[config.mk]
export PLATFORM = sky130hd
export DESIGN_NAME = tjpid_cfg
export DESIGN_NICKNAME = d
export VERILOG_FILES = /design/src/two_joint_pid_with_deadband_top_assert.svh /design/src/tjpid_pkg.sv /design/src/tjpid_cfg.sv
export SDC_FILE = /design/constraint.sdc
export NUM_CORES = 1
export LEC_CHECK = 0
export BUFFER_PORTS_ARGS = -buffer_cell sky130_fd_sc_hd__clkbuf_2
export CAP_MARGIN = 25
export CORE_ASPECT_RATIO = 0.9
export CORE_MARGIN = 4
export CORE_UTILIZATION = 40
export CTS_CLUSTER_DIAMETER = 80
export CTS_CLUSTER_SIZE = 40
export DETAILED_ROUTE_END_ITERATION = 6
export PLACE_DENSITY = 0.72
export REMOVE_ABC_BUFFERS = 1
export SLEW_MARGIN = 20
export SYNTH_ARGS = -nofsm -noshare
export SYNTH_HDL_FRONTEND = slang
export SYNTH_SLANG_ARGS = --single-unit
[constraint.sdc]
create_clock -name clk_i -period 0.8 [get_ports clk_i]
set_clock_uncertainty 0.1 [all_clocks]
set_input_delay 0.08 -clock clk_i [delete_from_list [all_inputs] [get_ports clk_i]]
set_output_delay 0.08 -clock clk_i [all_outputs]
set_load 0.01 [all_outputs]
[src/two_joint_pid_with_deadband_top_assert.svh]
// Assertion macros used by the two-joint PID controller top level.
`ifndef TWO_JOINT_PID_WITH_DEADBAND_TOP_ASSERT_SVH
`define TWO_JOINT_PID_WITH_DEADBAND_TOP_ASSERT_SVH

// Concurrent assertion on an explicit clock and active-low reset.
`define TJPID_ASSERT_CLK(label, clk, rstn, prop, msg) \
  label: assert property (@(posedge clk) disable iff (!rstn) prop) else $error(msg);

// Concurrent assertion on the block clock and reset.
`define TJPID_ASSERT(label, prop, msg) \
  `TJPID_ASSERT_CLK(label, clk_i, rst_ni, prop, msg)

`endif

[src/tjpid_pkg.sv]
// Shared constants, types and register codes of the two-joint PID controller.
`timescale 1ns / 1ps

package tjpid_pkg;

  // Angle and error widths.
  localparam int ANGLE_BITS = 10;
  localparam int ERR_BITS   = ANGLE_BITS + 1;
  localparam int Q_BITS     = ANGLE_BITS - 3;

  // Gain, deadband and drive widths.
  localparam int KP_BITS    = 16;
  localparam int KG_BITS    = 24;
  localparam int DB_BITS    = 8;
  localparam int DRIVE_BITS = 32;
  localparam int FRAC_BITS  = 16;

  // Configuration port widths.
  localparam int CFG_IDX_BITS  = 3;
  localparam int CFG_DATA_BITS = 24;

  // Division by ten as a reciprocal multiply, exact for magnitudes below 2^18.
  localparam int DIV10_MULT      = 52429;
  localparam int DIV10_SHIFT     = 19;
  localparam int DIV10_PROD_BITS = DIV10_SHIFT + Q_BITS;

  // Product and accumulator widths.
  localparam int KP_PROD_BITS = KP_BITS + 1 + ERR_BITS;
  localparam int KI_PROD_BITS = KG_BITS + 1 + DRIVE_BITS;
  localparam int KD_PROD_BITS = KG_BITS + 1 + ERR_BITS;
  localparam int ACC_BITS     = KI_PROD_BITS + 1;
  localparam int QT_BITS      = ACC_BITS - FRAC_BITS;

  // Stream data widths, padded to whole bytes.
  localparam int S_TDATA_BITS = ((2 * ANGLE_BITS + 7) / 8) * 8;
  localparam int M_TDATA_BITS = ((DRIVE_BITS + 1 + 7) / 8) * 8;

  // Settle window, exclusive on both ends.
  localparam int SETTLE_LIMIT = 100;
  localparam logic signed [QT_BITS-1:0] SETTLE_HI = QT_BITS'(SETTLE_LIMIT);
  localparam logic signed [QT_BITS-1:0] SETTLE_LO = -QT_BITS'(SETTLE_LIMIT);
  localparam logic signed [DRIVE_BITS-1:0] DRIVE_SETTLE_HI = DRIVE_BITS'(SETTLE_LIMIT);
  localparam logic signed [DRIVE_BITS-1:0] DRIVE_SETTLE_LO = -DRIVE_BITS'(SETTLE_LIMIT);

  // Signed 32-bit limits.
  localparam logic signed [DRIVE_BITS-1:0] DRIVE_MAX = {1'b0, {(DRIVE_BITS-1){1'b1}}};
  localparam logic signed [DRIVE_BITS-1:0] DRIVE_MIN = {1'b1, {(DRIVE_BITS-1){1'b0}}};

  // Register reset values.
  localparam logic [KP_BITS-1:0] KP_SHOULDER_RST = KP_BITS'(45);
  localparam logic [KG_BITS-1:0] KI_SHOULDER_RST = KG_BITS'(1966);
  localparam logic [KG_BITS-1:0] KD_SHOULDER_RST = KG_BITS'(0);
  localparam logic [KP_BITS-1:0] KP_ELBOW_RST    = KP_BITS'(20);
  localparam logic [KG_BITS-1:0] KI_ELBOW_RST    = KG_BITS'(655);
  localparam logic [KG_BITS-1:0] KD_ELBOW_RST    = KG_BITS'(0);
  localparam logic [DB_BITS-1:0] DB_SHOULDER_RST = DB_BITS'(10);
  localparam logic [DB_BITS-1:0] DB_ELBOW_RST    = DB_BITS'(5);

  // Register indexes.
  typedef enum logic [CFG_IDX_BITS-1:0] {
    CFG_KP_SHOULDER = 3'd0,
    CFG_KI_SHOULDER = 3'd1,
    CFG_KD_SHOULDER = 3'd2,
    CFG_KP_ELBOW    = 3'd3,
    CFG_KI_ELBOW    = 3'd4,
    CFG_KD_ELBOW    = 3'd5,
    CFG_DB_SHOULDER = 3'd6,
    CFG_DB_ELBOW    = 3'd7
  } cfg_reg_e;

  // Gains and deadbands, indexed by joint (0 shoulder, 1 elbow).
  typedef struct packed {
    logic [1:0][KP_BITS-1:0] kp;
    logic [1:0][KG_BITS-1:0] ki;
    logic [1:0][KG_BITS-1:0] kd;
    logic [1:0][DB_BITS-1:0] db;
  } gains_t;

  // Error stage payload.
  typedef struct packed {
    logic                       joint;
    logic signed [ANGLE_BITS-1:0] sp;
    logic signed [ANGLE_BITS-1:0] meas;
    logic signed [ERR_BITS-1:0] err;
    logic [ANGLE_BITS-1:0]      mag;
    logic signed [Q_BITS:0]     quot;
  } err_stage_t;

  // Joint state stage payload.
  typedef struct packed {
    logic                         joint;
    logic signed [ERR_BITS-1:0]   err_db;
    logic signed [DRIVE_BITS-1:0] isum;
    logic signed [ERR_BITS-1:0]   diff;
  } pid_stage_t;

  // Load enables of the multiply and accumulate stages.
  typedef struct packed {
    logic ld_prod;
    logic ld_acc;
  } mac_ctl_t;

endpackage

[src/tjpid_cfg.sv]
// Configuration register file holding the gains and deadbands of both joints.
`timescale 1ns / 1ps

module tjpid_cfg (
  input  logic                                clk_i,
  input  logic                                rst_ni,
  input  logic                                cfg_valid_i,
  output logic                                cfg_ready_o,
  input  logic [tjpid_pkg::CFG_IDX_BITS-1:0]  cfg_index_i,
  input  logic [tjpid_pkg::CFG_DATA_BITS-1:0] cfg_data_i,
  output tjpid_pkg::gains_t                   gains_o
);

  tjpid_pkg::gains_t gains_q;

  // Writes are always taken.
  assign cfg_ready_o = 1'b1;

  // Register writes, truncated to each register's width.
  always_ff @(posedge clk_i or negedge rst_ni) begin
    if (!rst_ni) begin
      gains_q.kp[0] <= tjpid_pkg::KP_SHOULDER_RST;
      gains_q.ki[0] <= tjpid_pkg::KI_SHOULDER_RST;
      gains_q.kd[0] <= tjpid_pkg::KD_SHOULDER_RST;
      gains_q.kp[1] <= tjpid_pkg::KP_ELBOW_RST;
      gains_q.ki[1] <= tjpid_pkg::KI_ELBOW_RST;
      gains_q.kd[1] <= tjpid_pkg::KD_ELBOW_RST;
      gains_q.db[0] <= tjpid_pkg::DB_SHOULDER_RST;
      gains_q.db[1] <= tjpid_pkg::DB_ELBOW_RST;
    end else if (cfg_valid_i) begin
      unique case (tjpid_pkg::cfg_reg_e'(cfg_index_i))
        tjpid_pkg::CFG_KP_SHOULDER: gains_q.kp[0] <= cfg_data_i[tjpid_pkg::KP_BITS-1:0];
        tjpid_pkg::CFG_KI_SHOULDER: gains_q.ki[0] <= cfg_data_i[tjpid_pkg::KG_BITS-1:0];
        tjpid_pkg::CFG_KD_SHOULDER: gains_q.kd[0] <= cfg_data_i[tjpid_pkg::KG_BITS-1:0];
        tjpid_pkg::CFG_KP_ELBOW:    gains_q.kp[1] <= cfg_data_i[tjpid_pkg::KP_BITS-1:0];
        tjpid_pkg::CFG_KI_ELBOW:    gains_q.ki[1] <= cfg_data_i[tjpid_pkg::KG_BITS-1:0];
        tjpid_pkg::CFG_KD_ELBOW:    gains_q.kd[1] <= cfg_data_i[tjpid_pkg::KG_BITS-1:0];
        tjpid_pkg::CFG_DB_SHOULDER: gains_q.db[0] <= cfg_data_i[tjpid_pkg::DB_BITS-1:0];
        tjpid_pkg::CFG_DB_ELBOW:    gains_q.db[1] <= cfg_data_i[tjpid_pkg::DB_BITS-1:0];
      endcase
    end
  end

  assign gains_o = gains_q;

endmodule

==> key figures <==
Clock tree
  – CTS tree: done
  – H-tree depth reported by CTS: 4
  – CTS Buf Count: 17
  – Clock tree buffer depth: 2
  – CTS Hold Buffers Added: 6
  – Worst-Skew Late Latency: 0.41 ns
  – Clock root buffer master: clkbuf_16
  – Clock transition at path regs: 0.06 ns
  – CTS Sinks: 144

Setup path
  – Crit Path Max Fanout: 2
  – Worst EP required: 0.62 ns
  – Worst path max stage delay: 0.42 ns
  – CP Launch Type: flip-flop
  – Slowest-stage cell, CP: dfrtp_1
  – Cell chain of the critical path: buf_6, buf_6
  – WS Path Type: reg2out
  – Worst setup EP type: output pin
  – Crit path DAT: 1.07 ns
  – WP buf/inv: 2
  – Crit path from: gains_o[83]
  – CP delay by family, top: flip-flops
  – Most Frequent Cell on Critical Path: buf_6
  – Critical R2R Launch: gains_o[122]

Floorplan
  – Die area: 15800 um2
  – Initial Util: 41.1%
  – Row count: 40
  – Core box area: 13500 um2
  – Vert. Die Dim: 120 um
  – Horiz. Die Dim: 132 um
  – I/O pin count: 175

Power and ir drop
  – Overall Power: 0.0278 W
  – Seq pwr share: 37.4%
  – Power Dens Cells: 2730 nW/um2
  – Pleak: 5.11 nW
  – Part of the power in combinational logic: 36.5%
  – Max VDD drop: 0.00165 V
  – Reported net switching power: 0.00739 W
  – Internal power: 0.0204 W
  – Sw Ratio: 26.6%
  – Clock power share: 26.1%

Place
  – Post-DP HPWL: 9940 um
  – I/O Buffers: 173
  – Cells after DPL: 734
  – Final RePlAce weighted congestion: 0.755

Routing
  – Drt initial violations: 144
  – Routed via count: 4107
  – Wire length per cell: 22.3 um
  – Antenna viol nets, final: 0
  – Routed WL: 18700 um
  – Via-to-Cell Ratio: 4.89
  – DRC: 0
  – Drt first pass iters: 4

Synth
  – Sequential fraction of the synthesis area: 65.6%
  – Cell variety after synth: 13
  – Synth warnings: 0
  – Mapped Area: 5540 um2
  – Synth Register Bits: 144
  – Mapped Cells: 315
  – Avg Inst Size Synth: 17.6 um2

Finish
  – Area delta synth->final: 83.9%
  – N_diodes: 0
  – Final net count: 689
  – Max FFs per register: 144
  – Commonest cells after routing, fill and taps aside: buf_6, mux2_4, dfrtp_1
  – Fill cells: 742
  – Commonest non-fill, non-tap cell in the layout: buf_6
  – Finished Layout Cells: 840
  – Share of layout cells above drive strength 1: 79.2%

Global routing
  – Vias in the first global route: 4402
  – Gr ovfl total: 0
  – Largest net degree at the start of global routing: 26
  – GRT Total Usage: 21.0%
  – Antenna violations before repair: 0
  – First-pass GRT wire length: 25600 um

Timing
  – Minimum clock period: 1.25 ns
  – Final period util: 157%
  – # setup viols final: 288
  – Setup TNS: -77.19 ns
  – Final hold violation count: 119
  – Setup ws final: -0.453 ns
  – Unrepaired setup endpoints after global routing: yes
  – Fin Hold WS: -0.124 ns
  – F_max: 798 MHz
  – Max-slew violations: 0

Run
  – Max Cap Viol: 0

Outcome
  – Outcome: finished with violations
  – Failing checks: hold timing, setup timing

Worst hold path
  – Min-delay src: cfg_data_i[16]
  – Hold/Removal Path Class: in2reg
[metrics by stage]
stage,util [%],area [um2],hold slack [ns],worst slack (ns)
global placement,54.6,7360,-0.130,-0.689
detailed placement,54.6,7360,-0.131,-0.719
global route,75.7,10200,-0.122,-0.487
CTS,66.7,8980,-0.154,-0.485
floorplan,-,5400,-0.316,-2.35
finish,75.7,10200,-0.124,-0.453
[path summary, 6_finish.rpt]
path	to	slack, ns	depth (start not counted)
setup reg to reg	gains_o[122]	-0.22	2
max in group asynchronous	gains_o[67]	0.07	3
hold / removal	gains_o[104]	-0.12	2
hold reg to reg	gains_o[43]	0.41	1
min in group asynchronous	gains_o[47]	0.01	2
setup / recovery	gains_o[83]	-0.45	2
[cells in the mapped netlist, drive strengths merged]
cell | n | share of area, %
dfrtp | 120 | 54
mux2 | 144 | 30
nor4bb | 3 | 0.54
nand4 | 1 | 0.11
buf | 18 | 2.6
nand4b | 3 | 0.70
conb | 1 | 0.068
nor4b | 1 | 0.43
dfstp | 24 | 11
[worst register-to-register path, cell delays in order, from the launching register on]
cell and delay, ns:
dfrtp_1 0.40, buf_4 0.14, mux2_4 0.26
[layer usage]
layer	up-vias	track usage [%]	part of all wire, %
met5	-	0	0
met4	0	6.23	1.6
met1	2141	26.0	41
met2	133	36.0	53
met3	23	5.70	4.5
li1	1810	-	-
[layout make-up]
class / count / area (um2) / share of cell area, %
sequential: 144 / 3630 / 35.7
timing repair buffer: 343 / 3520 / 34.5
multi-input combinational: 153 / 2300 / 22.5
clock buffer: 30 / 494 / 4.85
tap: 168 / 210 / 2.06
clock inverter: 2 / 35.0 / 0.344
[cell families after synthesis]
| family | synth area share, % |
|---|---|
| buffers and inverters | 2.60 |
| DFF | 65.6 |
| and+or+nand+nor | 1.78 |
| muxes | 30.0 |
| other | 0.0677 |
[timing repair]
action	in CTS	in global routing
setup endpoints to repair	288	288
setup buffers	33	37
hold endpoints to repair	288	124
pin swaps	3	5
gates cloned	5	3
gates resized for setup	156	307
[power groups by stage]
stage          clock [W]  sequential (W)  combinational, W
2_1_floorplan          0          0.0108           0.00158
3_3_place_gp           0         0.00997           0.00585
3_5_place_dp           0          0.0101           0.00598
4_1_cts          0.00736          0.0100           0.00758
5_1_grt          0.00772          0.0106            0.0107
6_report         0.00726          0.0104            0.0101
No activity file was read; power rests on OpenSTA's default activity.
