--- src/two_joint_pid_with_deadband_top_assert.svh ---
// Assertion macros used by the two-joint PID controller top level.
`ifndef TWO_JOINT_PID_WITH_DEADBAND_TOP_ASSERT_SVH
`define TWO_JOINT_PID_WITH_DEADBAND_TOP_ASSERT_SVH

// Concurrent assertion on an explicit clock and active-low reset.
`define TJPID_ASSERT_CLK(label, clk, rstn, prop, msg) \
  label: assert property (@(posedge clk) disable iff (!rstn) prop) else $error(msg);

// Concurrent assertion on the block clock and reset.
`define TJPID_ASSERT(label, prop, msg) \
  `TJPID_ASSERT_CLK(label, clk_i, rst_ni, prop, msg)

`endif

--- src/tjpid_pkg.sv ---
// Shared constants, types and register codes of the two-joint PID controller.
`timescale 1ns / 1ps

package tjpid_pkg;

  // Angle and error widths.
  localparam int ANGLE_BITS = 10;
  localparam int ERR_BITS   = ANGLE_BITS + 1;
  localparam int Q_BITS     = ANGLE_BITS - 3;

  // Gain, deadband and drive widths.
  localparam int KP_BITS    = 16;
  localparam int KG_BITS    = 24;
  localparam int DB_BITS    = 8;
  localparam int DRIVE_BITS = 32;
  localparam int FRAC_BITS  = 16;

  // Configuration port widths.
  localparam int CFG_IDX_BITS  = 3;
  localparam int CFG_DATA_BITS = 24;

  // Division by ten as a reciprocal multiply, exact for magnitudes below 2^18.
  localparam int DIV10_MULT      = 52429;
  localparam int DIV10_SHIFT     = 19;
  localparam int DIV10_PROD_BITS = DIV10_SHIFT + Q_BITS;

  // Product and accumulator widths.
  localparam int KP_PROD_BITS = KP_BITS + 1 + ERR_BITS;
  localparam int KI_PROD_BITS = KG_BITS + 1 + DRIVE_BITS;
  localparam int KD_PROD_BITS = KG_BITS + 1 + ERR_BITS;
  localparam int ACC_BITS     = KI_PROD_BITS + 1;
  localparam int QT_BITS      = ACC_BITS - FRAC_BITS;

  // Stream data widths, padded to whole bytes.
  localparam int S_TDATA_BITS = ((2 * ANGLE_BITS + 7) / 8) * 8;
  localparam int M_TDATA_BITS = ((DRIVE_BITS + 1 + 7) / 8) * 8;

  // Settle window, exclusive on both ends.
  localparam int SETTLE_LIMIT = 100;
  localparam logic signed [QT_BITS-1:0] SETTLE_HI = QT_BITS'(SETTLE_LIMIT);
  localparam logic signed [QT_BITS-1:0] SETTLE_LO = -QT_BITS'(SETTLE_LIMIT);
  localparam logic signed [DRIVE_BITS-1:0] DRIVE_SETTLE_HI = DRIVE_BITS'(SETTLE_LIMIT);
  localparam logic signed [DRIVE_BITS-1:0] DRIVE_SETTLE_LO = -DRIVE_BITS'(SETTLE_LIMIT);

  // Signed 32-bit limits.
  localparam logic signed [DRIVE_BITS-1:0] DRIVE_MAX = {1'b0, {(DRIVE_BITS-1){1'b1}}};
  localparam logic signed [DRIVE_BITS-1:0] DRIVE_MIN = {1'b1, {(DRIVE_BITS-1){1'b0}}};

  // Register reset values.
  localparam logic [KP_BITS-1:0] KP_SHOULDER_RST = KP_BITS'(45);
  localparam logic [KG_BITS-1:0] KI_SHOULDER_RST = KG_BITS'(1966);
  localparam logic [KG_BITS-1:0] KD_SHOULDER_RST = KG_BITS'(0);
  localparam logic [KP_BITS-1:0] KP_ELBOW_RST    = KP_BITS'(20);
  localparam logic [KG_BITS-1:0] KI_ELBOW_RST    = KG_BITS'(655);
  localparam logic [KG_BITS-1:0] KD_ELBOW_RST    = KG_BITS'(0);
  localparam logic [DB_BITS-1:0] DB_SHOULDER_RST = DB_BITS'(10);
  localparam logic [DB_BITS-1:0] DB_ELBOW_RST    = DB_BITS'(5);

  // Register indexes.
  typedef enum logic [CFG_IDX_BITS-1:0] {
    CFG_KP_SHOULDER = 3'd0,
    CFG_KI_SHOULDER = 3'd1,
    CFG_KD_SHOULDER = 3'd2,
    CFG_KP_ELBOW    = 3'd3,
    CFG_KI_ELBOW    = 3'd4,
    CFG_KD_ELBOW    = 3'd5,
    CFG_DB_SHOULDER = 3'd6,
    CFG_DB_ELBOW    = 3'd7
  } cfg_reg_e;

  // Gains and deadbands, indexed by joint (0 shoulder, 1 elbow).
  typedef struct packed {
    logic [1:0][KP_BITS-1:0] kp;
    logic [1:0][KG_BITS-1:0] ki;
    logic [1:0][KG_BITS-1:0] kd;
    logic [1:0][DB_BITS-1:0] db;
  } gains_t;

  // Error stage payload.
  typedef struct packed {
    logic                       joint;
    logic signed [ANGLE_BITS-1:0] sp;
    logic signed [ANGLE_BITS-1:0] meas;
    logic signed [ERR_BITS-1:0] err;
    logic [ANGLE_BITS-1:0]      mag;
    logic signed [Q_BITS:0]     quot;
  } err_stage_t;

  // Joint state stage payload.
  typedef struct packed {
    logic                         joint;
    logic signed [ERR_BITS-1:0]   err_db;
    logic signed [DRIVE_BITS-1:0] isum;
    logic signed [ERR_BITS-1:0]   diff;
  } pid_stage_t;

  // Load enables of the multiply and accumulate stages.
  typedef struct packed {
    logic ld_prod;
    logic ld_acc;
  } mac_ctl_t;

endpackage

--- src/tjpid_joint.sv ---
// Per-joint state: setpoint tracking, saturating integral, derivative and deadband.
`timescale 1ns / 1ps

module tjpid_joint (
  input  logic                                clk_i,
  input  logic                                rst_ni,
  input  logic                                load_i,
  input  tjpid_pkg::err_stage_t               stg_i,
  input  logic [1:0][tjpid_pkg::DB_BITS-1:0]  db_i,
  output tjpid_pkg::pid_stage_t               stg_o
);

  logic                                      seen_q    [2];
  logic signed [tjpid_pkg::ANGLE_BITS-1:0]   prev_sp_q [2];
  logic signed [tjpid_pkg::DRIVE_BITS-1:0]   isum_q    [2];
  logic signed [tjpid_pkg::ANGLE_BITS-1:0]   last_pos_q[2];

  logic                                      sp_change;
  logic signed [tjpid_pkg::DRIVE_BITS-1:0]   isum_base;
  logic signed [tjpid_pkg::DRIVE_BITS:0]     isum_sum;
  logic signed [tjpid_pkg::DRIVE_BITS-1:0]   isum_d;
  logic signed [tjpid_pkg::ERR_BITS-1:0]     diff_d;
  logic                                      in_deadband;
  tjpid_pkg::pid_stage_t                     stg_d;
  tjpid_pkg::pid_stage_t                     stg_q;

  // A setpoint change clears the integral; the first setpoint only loads the store.
  always_comb begin
    sp_change = seen_q[stg_i.joint] && (prev_sp_q[stg_i.joint] != stg_i.sp);
    isum_base = sp_change ? '0 : isum_q[stg_i.joint];
    isum_sum  = (tjpid_pkg::DRIVE_BITS+1)'(isum_base)
              + (tjpid_pkg::DRIVE_BITS+1)'(stg_i.quot);
    if (isum_sum[tjpid_pkg::DRIVE_BITS] != isum_sum[tjpid_pkg::DRIVE_BITS-1]) begin
      isum_d = isum_sum[tjpid_pkg::DRIVE_BITS] ? tjpid_pkg::DRIVE_MIN : tjpid_pkg::DRIVE_MAX;
    end else begin
      isum_d = isum_sum[tjpid_pkg::DRIVE_BITS-1:0];
    end
  end

  // Derivative operand and deadbanded proportional error.
  always_comb begin
    diff_d = tjpid_pkg::ERR_BITS'(last_pos_q[stg_i.joint])
           - tjpid_pkg::ERR_BITS'(stg_i.meas);
    in_deadband  = stg_i.mag < tjpid_pkg::ANGLE_BITS'(db_i[stg_i.joint]);
    stg_d.joint  = stg_i.joint;
    stg_d.err_db = in_deadband ? '0 : stg_i.err;
    stg_d.isum   = isum_d;
    stg_d.diff   = diff_d;
  end

  // Joint state update, one item per transfer into the next stage.
  always_ff @(posedge clk_i or negedge rst_ni) begin
    if (!rst_ni) begin
      for (int k = 0; k < 2; k++) begin
        seen_q[k]     <= 1'b0;
        prev_sp_q[k]  <= '0;
        isum_q[k]     <= '0;
        last_pos_q[k] <= '0;
      end
    end else if (load_i) begin
      seen_q[stg_i.joint]     <= 1'b1;
      prev_sp_q[stg_i.joint]  <= stg_i.sp;
      isum_q[stg_i.joint]     <= isum_d;
      last_pos_q[stg_i.joint] <= stg_i.meas;
    end
  end

  // Stage register toward the multipliers.
  always_ff @(posedge clk_i) begin
    if (load_i) begin
      stg_q <= stg_d;
    end
  end

  assign stg_o = stg_q;

endmodule

--- config.mk ---
export PLATFORM = sky130hd
export DESIGN_NAME = tjpid_joint
export DESIGN_NICKNAME = d
export VERILOG_FILES = /design/src/two_joint_pid_with_deadband_top_assert.svh /design/src/tjpid_pkg.sv /design/src/tjpid_joint.sv
export SDC_FILE = /design/constraint.sdc
export NUM_CORES = 1
export LEC_CHECK = 0
export ABC_AREA = 1
export BUFFER_PORTS_ARGS = -buffer_cell sky130_fd_sc_hd__buf_2
export CAP_MARGIN = 20
export CORE_ASPECT_RATIO = 0.5
export CORE_MARGIN = 4
export CORE_UTILIZATION = 42
export CTS_CLUSTER_DIAMETER = 30
export DETAILED_ROUTE_END_ITERATION = 16
export HOLD_SLACK_MARGIN = 0.12
export SETUP_SLACK_MARGIN = 0.02
export SYNTH_ARGS = -nofsm -noshare
export SYNTH_HDL_FRONTEND = slang
export SYNTH_SLANG_ARGS = --single-unit
--- constraint.sdc ---
create_clock -name clk_i -period 4.5 [get_ports clk_i]
set_input_delay 0.675 -clock clk_i [delete_from_list [all_inputs] [get_ports clk_i]]
set_output_delay 0.675 -clock clk_i [all_outputs]
set_load 0.03 [all_outputs]
==> qor.csv, run 1 <==
metric;value;unit
synth_top_area_share;27.19;%
worst_slew_pin_slew;592.9;ps
clock-sinks;161;
critical_path_class;primary input to flip-flop;
synth-compound-area-share;9.695;%
synthTopCellsByCount;413 x nand2_1, 129 x nor2_1, 115 x inv_1, 106 x dfrtp_1, 56 x o21ai_0;
clock-root-buffer;clkbuf_16;
ys_ff_latch;161;
antenna_cells;0;
ant_nets;0;
finalMaxSlewViolations;0;
firstDrtPassIters;5;
min_path_type;primary input to asynchronous set/reset pin;
setup_viol;0;
yosysMostFrequentCell;nand2_1;
clk_path_buf_depth;2;
required;4660;ps
portBuffers;123;
drv_cap;0;
synth_fa_ha_area_share;6.694;%
chipWidth;223.6;microns
period_needed;4081;ps
ir_drop;0.2735;mV
slew_headroom;60.47;%
vias;8252;
finClkSkew;11.56;ps
worst_slack;418.6;ps
num_rows;39;
grt_antenna_before_repair;0;
die_h;115.8;microns
yosys_most_used_dff;dfrtp_1;
endpoint_kind;flip-flop;
grt.overflow.total;0;
gp_congestion;0.9076;
initial_core_util;42.72;%
core;22840;sq um
finalCritPeriodShare;90.70;%
cp_num_buf_inv;6;
synth_cells;1215;
finalSetupTns;0;ps
nets;1462;
dieArea;25880;sq um
cts_setup_buffers;0;
fmax;0.2450;GHz
clk-insertion-delay-late;430;ps
hold_buffers;0;
synthXorXnorAreaFrac;3.052;%
worst_path_largest_cell_delay;330;ps
dp_hpwl;19.08;mm
drt_iter0_drc;758;
cts_buffers;17;
yosysSeqAreaShare;44.11;%
worst_ep_arrival_time;4240;ps
power.density;456.6;nW/um^2
yosys.area_share.simple;25.61;%
grt_max_degree;79;
path_cells;buf_4 > clkinvlp_4 > buf_4 > nand2_1 > nand2_1 > xor2_1 > nor3_1 > nand4_1 > nand2_1 > inv_1 > buf_12 > nor2_1 > ha_1 > nand2_1 > nand2_1 > a21oi_1 > nand2_1 > a21oi_2 > nand2_2 > nand2_1 > nand2_4 > nand2_8 > buf_12 > nand2_2;
crit_top_cell;nand2_1;
ys_warn_count;0;
finalHoldWorstSlack;133.3;ps
routedWlPerCell;15.54;microns
critPathMaxFanout;30;
synthMuxAreaShare;3.898;%
synth_enable_flop_cells;55;
synth_top_family_by_area;simple AND/OR/NAND/NOR gates;
preCtsSetupSlack;23.08;ps
area_growth;17.34;%
synthDistinctLibCells;39;
clk_pin_slew;70;ps
grt.total_usage;20.04;%
cp_slowest_cell;ha_1;
cts_max_level;4;
critPathLaunchType;primary input;
synth_largest_area_cell;dfrtp_1;
cts_tree;built;
hold_viol_final;0;
io_pins;124;
rsz0062_at_grt;false;
outcome;completed;
drc_errors;0;
crit_family;simple AND/OR/NAND/NOR gates;
fillers;2249;
synthesis.nets;1335;
vias_per_cell;4.965;
synth.area.top_cells;dfrtp_1 27%, edfxtp_1 17%, nand2_1 16%, ha_1 6.3%, nor2_1 5.0%;
totalWireLength;25.83;mm
drive_gt1_share;17.12;%
syn_area;9757;sq um
ys_async_sr_fraction;65.84;%
p_leak;5.990;nW
avgSynthCellArea;8.030;sq um
grt_pass1_vias;7727;
grt_pass1_wl;40.91;mm
==> cells in the final DEF (no fill, tap or decap), types with 5 or more instances in the layout <==
cell,Yosys,routed
nand2_1,413,411
nor2_1,129,129
buf_2,9,121
inv_1,115,114
dfrtp_1,106,106
o21ai_0,56,56
edfxtp_1,55,55
ha_1,49,49
a21oi_1,44,44
mux2i_1,38,38
a31oi_1,32,32
xor2_1,29,29
nand2_2,25,27
buf_4,2,24
nand3_1,19,19
clkbuf_16,0,18
o21bai_1,10,10
nand3b_1,9,9
o21ai_2,6,6
nor3_1,5,5
xnor2_1,5,5
o21ai_4,5,5
buf_12,1,5
==> cell families (layout without fill, tap and decap cells) <==
family                     Yosys count  in the layout
adders and majority gates           51             51
muxes                               38             38
AOI/OAI and AO/OA                  157            157
buffers and inverters              161            301
and+or+nand+nor                    613            613
xor gates and xnor gates            34             34
DFF                                161            161
==> what timing repair did <==
item	in CTS	in global routing
resized for setup	0	1
endpoints found under the setup margin	0	5
endpoints found under the hold margin	0	0
==> per-layer routing <==
metal | share of wire, % | vias up | track usage [%]
li1 | - | 4156 | -
met1 | 51 | 3891 | 30.43
met2 | 44 | 180 | 30.55
met3 | 4.5 | 25 | 3.290
met4 | 1.0 | 0 | 3.939
met5 | 0 | - | 0
==> path summary, 6_finish.rpt <==
| path | slack, ps | endpoint | cells past startpoint | from |
|---|---|---|---|---|
| min reg2reg | 460 | seen_q[1] | 2 | seen_q[1] |
| max | 420 | stg_o[13] | 24 | stg_i[49] |
| min in group clk_i | 460 | seen_q[1] | 2 | seen_q[1] |
| min | 130 | isum_q[37] | 1 | rst_ni |
| max reg2reg | 690 | stg_o[13] | 21 | prev_sp_q[2] |
| max in group asynchronous | 3630 | isum_q[21] | 2 | rst_ni |
==> sequential cells by signal (all words and copies together) (netlist names) <==
name        count
prev_sp_q      20
last_pos_q     20
isum_q         64
stg_o          55
seen_q          2
==> worst reg2reg max path: stages (launching register included) <==
cell,delay (ps)
dfrtp_1,390
nand2_1,80
nand2_1,70
xor2_1,150
nor4_1,310
nand4_1,150
nand2_1,110
inv_1,100
buf_12,180
nor2_1,230
ha_1,330
nand2_1,80
nand2_1,90
a21oi_1,200
nand2_1,110
a21oi_2,240
nand2_2,90
nand2_1,100
nand2_4,100
nand2_8,180
buf_12,180
nand2_2,110
==> area by class of cell <==
class	instances	area (sq um)	area share, %
clock inverters	12	151.4	1.322
clock buffers	20	467.9	4.087
multi-input cells	893	4781	41.76
repair buffers	151	913.4	7.978
inverters	118	446.7	3.902
flip-flops and latches	161	4304	37.60
well taps	307	384.1	3.355
==> stage by stage <==
| stage | cell area (sq um) | total power [W] | std cells | util [%] |
|---|---|---|---|---|
| 4_1_cts | 11420 | 0.005254 | 1661 | 49.99 |
| 3_3_place_gp | 10800 | 0.003701 | 1629 | 47.28 |
| 2_1_floorplan | 9757 | 0.003204 | 1215 | - |
| 5_1_grt | 11450 | 0.005542 | 1662 | 50.13 |
| 3_5_place_dp | 10800 | 0.003736 | 1629 | 47.28 |
| 6_report | 11450 | 0.005227 | 1662 | 50.13 |
==> power by group <==
group          switching [W]  internal (W)  total (W)
Sequential          0.000148       0.00188    0.00202
Combinational        0.00112      0.000576    0.00170
Clock               0.000586      0.000921    0.00151
(Power assumes the default switching activity.)
==> inputs of run 2 (changes only) <==
--- a/config.mk
+++ b/config.mk
@@ -14,6 +14,7 @@
 export CTS_CLUSTER_DIAMETER = 30
 export DETAILED_ROUTE_END_ITERATION = 16
 export HOLD_SLACK_MARGIN = 0.12
+export REMOVE_ABC_BUFFERS = 1
 export SETUP_SLACK_MARGIN = 0.02
 export SYNTH_ARGS = -nofsm -noshare
 export SYNTH_HDL_FRONTEND = slang
==> run 2 against run 1 <==
  * Via count fell by 1.4%
  * Combinational power is 5% lower
  * Largest power group unchanged
  * Die area unchanged
  * Routed wire length is 2.6% lower
  * Final cell count shrank 0.24%
  * Sequential power about the same
  * Sequential share of layout area rose by 0.19 points
  * Worst setup slack gained 170 ps
  * Power down 1.2%
==> qor.csv, run 2 (synthesized netlist as in run 1, its figures left out) <==
metric;value;unit;change
rrSetupSlack;820;ps;+130 ps
clk-insertion-delay-late;440;ps;about the same
io_pins;124;;unchanged
clk_pin_slew;70;ps;about the same
rsz0062_at_grt;false;;
p_leak;5.973;nW;-0.28%
hold_buffers;0;;unchanged
drive_gt1_share;16.65;%;-0.47 points
slew_headroom;43.15;%;-17 points
routedWlPerCell;15.17;microns;-2.4%
power.density;453.4;nW/um^2;-0.70%
clock-sinks;161;;unchanged
fmax;0.2557;GHz;+4.4%
vias;8137;;-1.4%
wl_met2;11.35;mm;+0.67%
drc_errors;0;;unchanged
r2r_cells;26;;+24%
grt_pass1_vias;7985;;+3.3%
final_common_cell;nand2_1;;
worst_path_largest_cell_delay;380;ps;+50 ps
clock-root-buffer;clkbuf_16;;
grt_max_degree;84;;+6.3%
critPathMaxFanout;17;;-43%
cts_resized;0;;unchanged
placed_area;10750;sq um;-0.46%
finalCritPeriodShare;86.91;%;-3.8 points
crit_top_cell;nand2_1;;
firstDrtPassIters;6;;+1
critPathLaunchType;primary input;;
hold_viol_final;0;;unchanged
core;22840;sq um;unchanged
reg2reg_from;prev_sp_q[11];;
cts_setup_buffers;0;;unchanged
routedLengthMet1;12.62;mm;-4.0%
period_needed;3911;ps;-170.4 ps
ir_drop;0.2305;mV;-16%
dieArea;25880;sq um;unchanged
cts_buffers;17;;unchanged
grt_pass1_wl;41.10;mm;+0.45%
drv_cap;0;;unchanged
area_growth;16.74;%;
top_register;isum_q;;
largest_register_ff_count;64;;unchanged
required;4690;ps;+30 ps
grt.total_usage;19.88;%;-0.16 points
worst_slew_pin_slew;852.7;ps;+259.9 ps
r2r_end;stg_o[14];;
dp_hpwl;18.39;mm;-3.6%
critical_path_class;primary input to flip-flop;;
outcome;completed;;
design_area;11390;sq um;-0.51%
finalSetupTns;0;ps;unchanged
setup_viol;0;;unchanged
drt_iter0_drc;638;;-16%
worst_ep_arrival_time;4100;ps;-140 ps
endpoint_kind;flip-flop;;
final_cell_mix;413 x nand2_1, 129 x nor2_1, 122 x buf_2;;
grt_antenna_before_repair;0;;unchanged
vias_per_cell;4.908;;-1.2%
clk_path_buf_depth;2;;unchanged
die_h;115.8;microns;unchanged
utilization;49.87;%;-0.26 points
topRoutingLayerUsed;met4;;
totalPowerFinal;0.005164;W;-1.2%
ant_nets;0;;unchanged
antenna_cells;0;;unchanged
finalMaxSlewViolations;0;;unchanged
gp_congestion;0.9506;;+4.7%
nets;1458;;-0.27%
dr_wl_met3;868;microns;-25%
finClkSkew;7.582;ps;-3.981 ps
cts_tree;built;;
grt.overflow.total;0;;unchanged
portBuffers;123;;unchanged
num_rows;39;;unchanged
totalWireLength;25.16;mm;-2.6%
initial_core_util;42.72;%;unchanged
finalHoldWorstSlack;153.5;ps;+20.19 ps
chipWidth;223.6;microns;unchanged
min_path_type;primary input to asynchronous set/reset pin;;
cts_max_level;4;;unchanged
cp_slowest_cell;fa_1;;
run 2: changes by cell type in the layout (fill, tap and decap cells not counted):
cell,change
buf_12,-1
buf_2,+1
buf_4,-4
bufinv_16,-1
clkbuf_1,+1
clkbuf_16,+1
clkinv_1,-1
clkinvlp_4,-3
inv_1,+1
inv_4,+1
inv_6,+1
nand2_1,+2
nand2_2,-2
run 2: layer usage:
metal,GRT usage (%),vias up
met5,0,-
li1,-,4153
met2,32.78,142
met4,4.883,0
met1,27.70,3820
met3,3.493,22
run 2: through the flow:
stage                     worst slack (ps)  std cells
after detailed placement             101.5       1625
final                                589.0       1658
after global placement               219.3       1625
after CTS                            596.5       1657
after floorplan                      234.7       1172
after global routing                 214.4       1658
run 2: area by class of cell:
cell class | count | area [sq um]
clock buffers | 22 | 496.7
inverters | 118 | 442.9
flip-flops and latches | 161 | 4304
clock inverters | 10 | 117.6
repair buffers | 147 | 868.3
well taps | 307 | 384.1
fillers | 2201 | 11450
multi-input cells | 893 | 4776
run 2: worst max path at each step:
stage                          from    endpoint  slack [ps]
after floorplan           stg_i[49]  isum_q[51]         230
after global placement    stg_i[49]   stg_o[33]         220
after detailed placement  stg_i[49]   stg_o[14]         100
after CTS                 stg_i[49]   stg_o[14]         600
after global routing      stg_i[49]   stg_o[14]         210
final                     stg_i[49]   stg_o[14]         590
run 2: report_power, final:
group | switching, W | leakage (nW) | internal [W]
clock | 0.000625 | 0.306 | 0.000904
combinational | 0.00106 | 3.88 | 0.000563
sequential | 0.000137 | 1.79 | 0.00187
total | 0.00182 | 5.97 | 0.00334
run 2: worst max-delay path: cells and delay by family:
| family | cells | cell delay (ps) |
|---|---|---|
| simple gates | 19 | 1870 |
| buf+inv | 7 | 820 |
| xor+xnor | 1 | 140 |
| fa+ha+maj | 2 | 570 |
==> inputs of run 3 (changes only) <==
--- a/config.mk
+++ b/config.mk
@@ -9,7 +9,7 @@
 export BUFFER_PORTS_ARGS = -buffer_cell sky130_fd_sc_hd__buf_2
 export CAP_MARGIN = 20
 export CORE_ASPECT_RATIO = 0.5
-export CORE_MARGIN = 4
+export CORE_MARGIN = 1.5
 export CORE_UTILIZATION = 42
 export CTS_CLUSTER_DIAMETER = 30
 export DETAILED_ROUTE_END_ITERATION = 16
==> constraint.sdc (replaced) <==
create_clock -name clk_i -period 4.35 [get_ports clk_i]
set_input_delay 0.6525 -clock clk_i [delete_from_list [all_inputs] [get_ports clk_i]]
set_output_delay 0.6525 -clock clk_i [all_outputs]
set_load 0.03 [all_outputs]
==> run 3 against run 2 <==
  * Clock power is 4% higher
  * Core utilization is 0.62 points higher
  * Final cell count is 0.60% higher
  * Hold slack better by 330 ps
  * First-iteration DRC count is 10% lower
  * Via count is 1.9% higher
  * Die area is 6.5% lower
  * Flip-flop and latch count stayed put
  * Sequential power is 3% higher
  * Critical endpoint is now isum_q[28]
  * Highest routed layer unchanged
==> qor.csv, run 3 (synthesized netlist as in run 1, its figures left out) <==
metric;value;unit;change
drc_errors;0;;unchanged
cp_num_buf_inv;7;;unchanged
grt.overflow.total;0;;unchanged
crit_top_cell;nand2_1;;
critPathMaxFanout;8;;-9
final_common_cell;nand2_1;;
finalMaxSlewViolations;0;;unchanged
antenna_cells;0;;unchanged
routedWlPerCell;14.99;microns;-1.2%
grtUsageMet2;33.61;%;+0.83 points
nets;1468;;+0.69%
cp.depth;27;;-6.9%
grt_pass1_wl;41.50;mm;+0.97%
p_leak;6.032;nW;+0.99%
firstDrtPassIters;6;;unchanged
cp_slowest_cell;o21bai_1;;
top_register;isum_q;;
critical_path_class;primary input to flip-flop;;
design_area;11510;sq um;+1.0%
finalHoldWorstSlack;479.0;ps;+325.6 ps
clk_pin_slew;60;ps;about the same
gr-max-usage-layer;met2;;
drive_gt1_share;17.19;%;+0.54 points
cts_buffers;17;;unchanged
num_rows;39;;unchanged
grt.total_usage;21.77;%;+1.9 points
fmax;0.2554;GHz;
min_path_type;flip-flop to flip-flop;;
rsz0062_at_grt;false;;
finClkSkew;9.761;ps;+2.179 ps
io_pins;124;;unchanged
hold_viol_final;0;;unchanged
outcome;completed;;
worst_path_largest_cell_delay;390;ps;about the same
portBuffers;123;;unchanged
drv_cap;0;;unchanged
dieArea;24210;sq um;-6.5%
worst_slew_pin_slew;652.3;ps;-200.5 ps
p_switching;0.001895;W;+3.9%
hold_buffers;0;;unchanged
final_cell_mix;413 x nand2_1, 129 x nor2_1, 122 x buf_2;;
combinationalPowerShare;31.8;%;+0.3 points
initial_core_util;42.82;%;+0.091 points
cts_max_level;4;;unchanged
power.density;467.2;nW/um^2;+3.0%
placed_area;10850;sq um;+0.98%
die_h;110.8;microns;-4.3%
clk-insertion-delay-late;440;ps;about the same
totalPowerFinal;0.005375;W;+4.1%
gp_congestion;0.9595;;+0.94%
clock-sinks;161;;unchanged
endpoint_kind;flip-flop;;
required;4720;ps;+30 ps
sw_frac_of_total;35.25;%;-0.069 points
cts_resized;0;;unchanged
clock-root-buffer;clkbuf_16;;
crit_family;simple AND/OR/NAND/NOR gates;;
period_needed;3915;ps;
grt_antenna_before_repair;0;;unchanged
grt_pass1_vias;8220;;+2.9%
area_growth;17.93;%;
slew_headroom;56.52;%;+13 points
largest_register_ff_count;64;;unchanged
whs_path_depth;2;;
dp_hpwl;17.87;mm;-2.8%
power_frac_seq;38.7;%;-0.2 points
worst_ep_arrival_time;4290;ps;+190 ps
clk_path_buf_depth;2;;unchanged
rrSetupSlack;670;ps;-150 ps
cts_setup_buffers;0;;unchanged
chipWidth;218.6;microns;-2.2%
core;22790;sq um;-0.21%
grt_util_met3;3.676;%;+0.18 points
p_clk_share;29.5;%;about the same
ir_drop;0.2021;mV;-12%
grtUsageMet1;31.37;%;+3.7 points
vias;8289;;+1.9%
totalWireLength;25.01;mm;-0.61%
p_int;0.003481;W;+4.2%
critPathLaunchType;primary input;;
grt_max_degree;80;;-4.8%
ant_nets;0;;unchanged
finalSetupTns;0;ps;unchanged
setup_viol;0;;unchanged
drt_iter0_drc;574;;-10%
cts_tree;built;;
r2r_cells;24;;-7.7%
finalCritPeriodShare;90.01;%;
vias_per_cell;4.969;;+1.3%
-- run 3: changes by cell type in the layout (fill, tap and decap cells not counted), sizes merged --
cell	change
buf	+9
clkinv	-2
clkbuf	+1
clkinvlp	+1
dlygate4sd3	+1
-- run 3: power by group through the flow --
stage                     logic, W  clock network, W  registers (W)
after global routing       0.00191           0.00169        0.00212
after floorplan           0.000977                 0        0.00228
final                      0.00171           0.00159        0.00208
after CTS                  0.00171           0.00162        0.00208
after detailed placement   0.00170                 0        0.00211
after global placement     0.00168                 0        0.00210
-- run 3: final cells by class --
| class | instances | area, sq um |
|---|---|---|
| Fill cell | 2230 | 11280 |
| Multi-Input combinational cell | 893 | 4776 |
| Sequential cell | 161 | 4304 |
| Timing Repair Buffer | 157 | 983.4 |
| Clock buffer | 23 | 499.2 |
| Inverter | 118 | 442.9 |
| Tap cell | 307 | 384.1 |
| Clock inverter | 9 | 116.4 |
-- run 3: stage by stage --
stage          worst slack (ps)  util [%]  instances
5_1_grt                   21.38     50.49       1668
4_1_cts                   469.6     50.33       1666
3_3_place_gp              107.8     47.63       1634
3_5_place_dp              24.11     47.63       1634
2_1_floorplan             107.2         -       1172
6_report                  434.7     50.49       1668
-- run 3: tightest hold or removal path, cell delays in order, from the launching register on --
cell	delay (ps)
dfrtp_1	340
nand2_1	50
nand2_1	50
-- run 3: worst paths after layout --
check | to | startpoint
min in group asynchronous | last_pos_q[19] | rst_ni
worst min register to register | isum_q[33] | isum_q[33]
worst max register to register | isum_q[28] | prev_sp_q[9]
worst min-delay path | isum_q[33] | isum_q[33]
worst max-delay path | isum_q[28] | stg_i[49]
max in group asynchronous | isum_q[18] | rst_ni
-- run 3: routing by layer --
metal	up-vias	part of all wire [%]	wire (microns)
met1	3898	50	12550
met3	25	4.6	1157
met5	-	0	0
met2	206	44	10970
li1	4160	-	-
met4	0	1.3	333
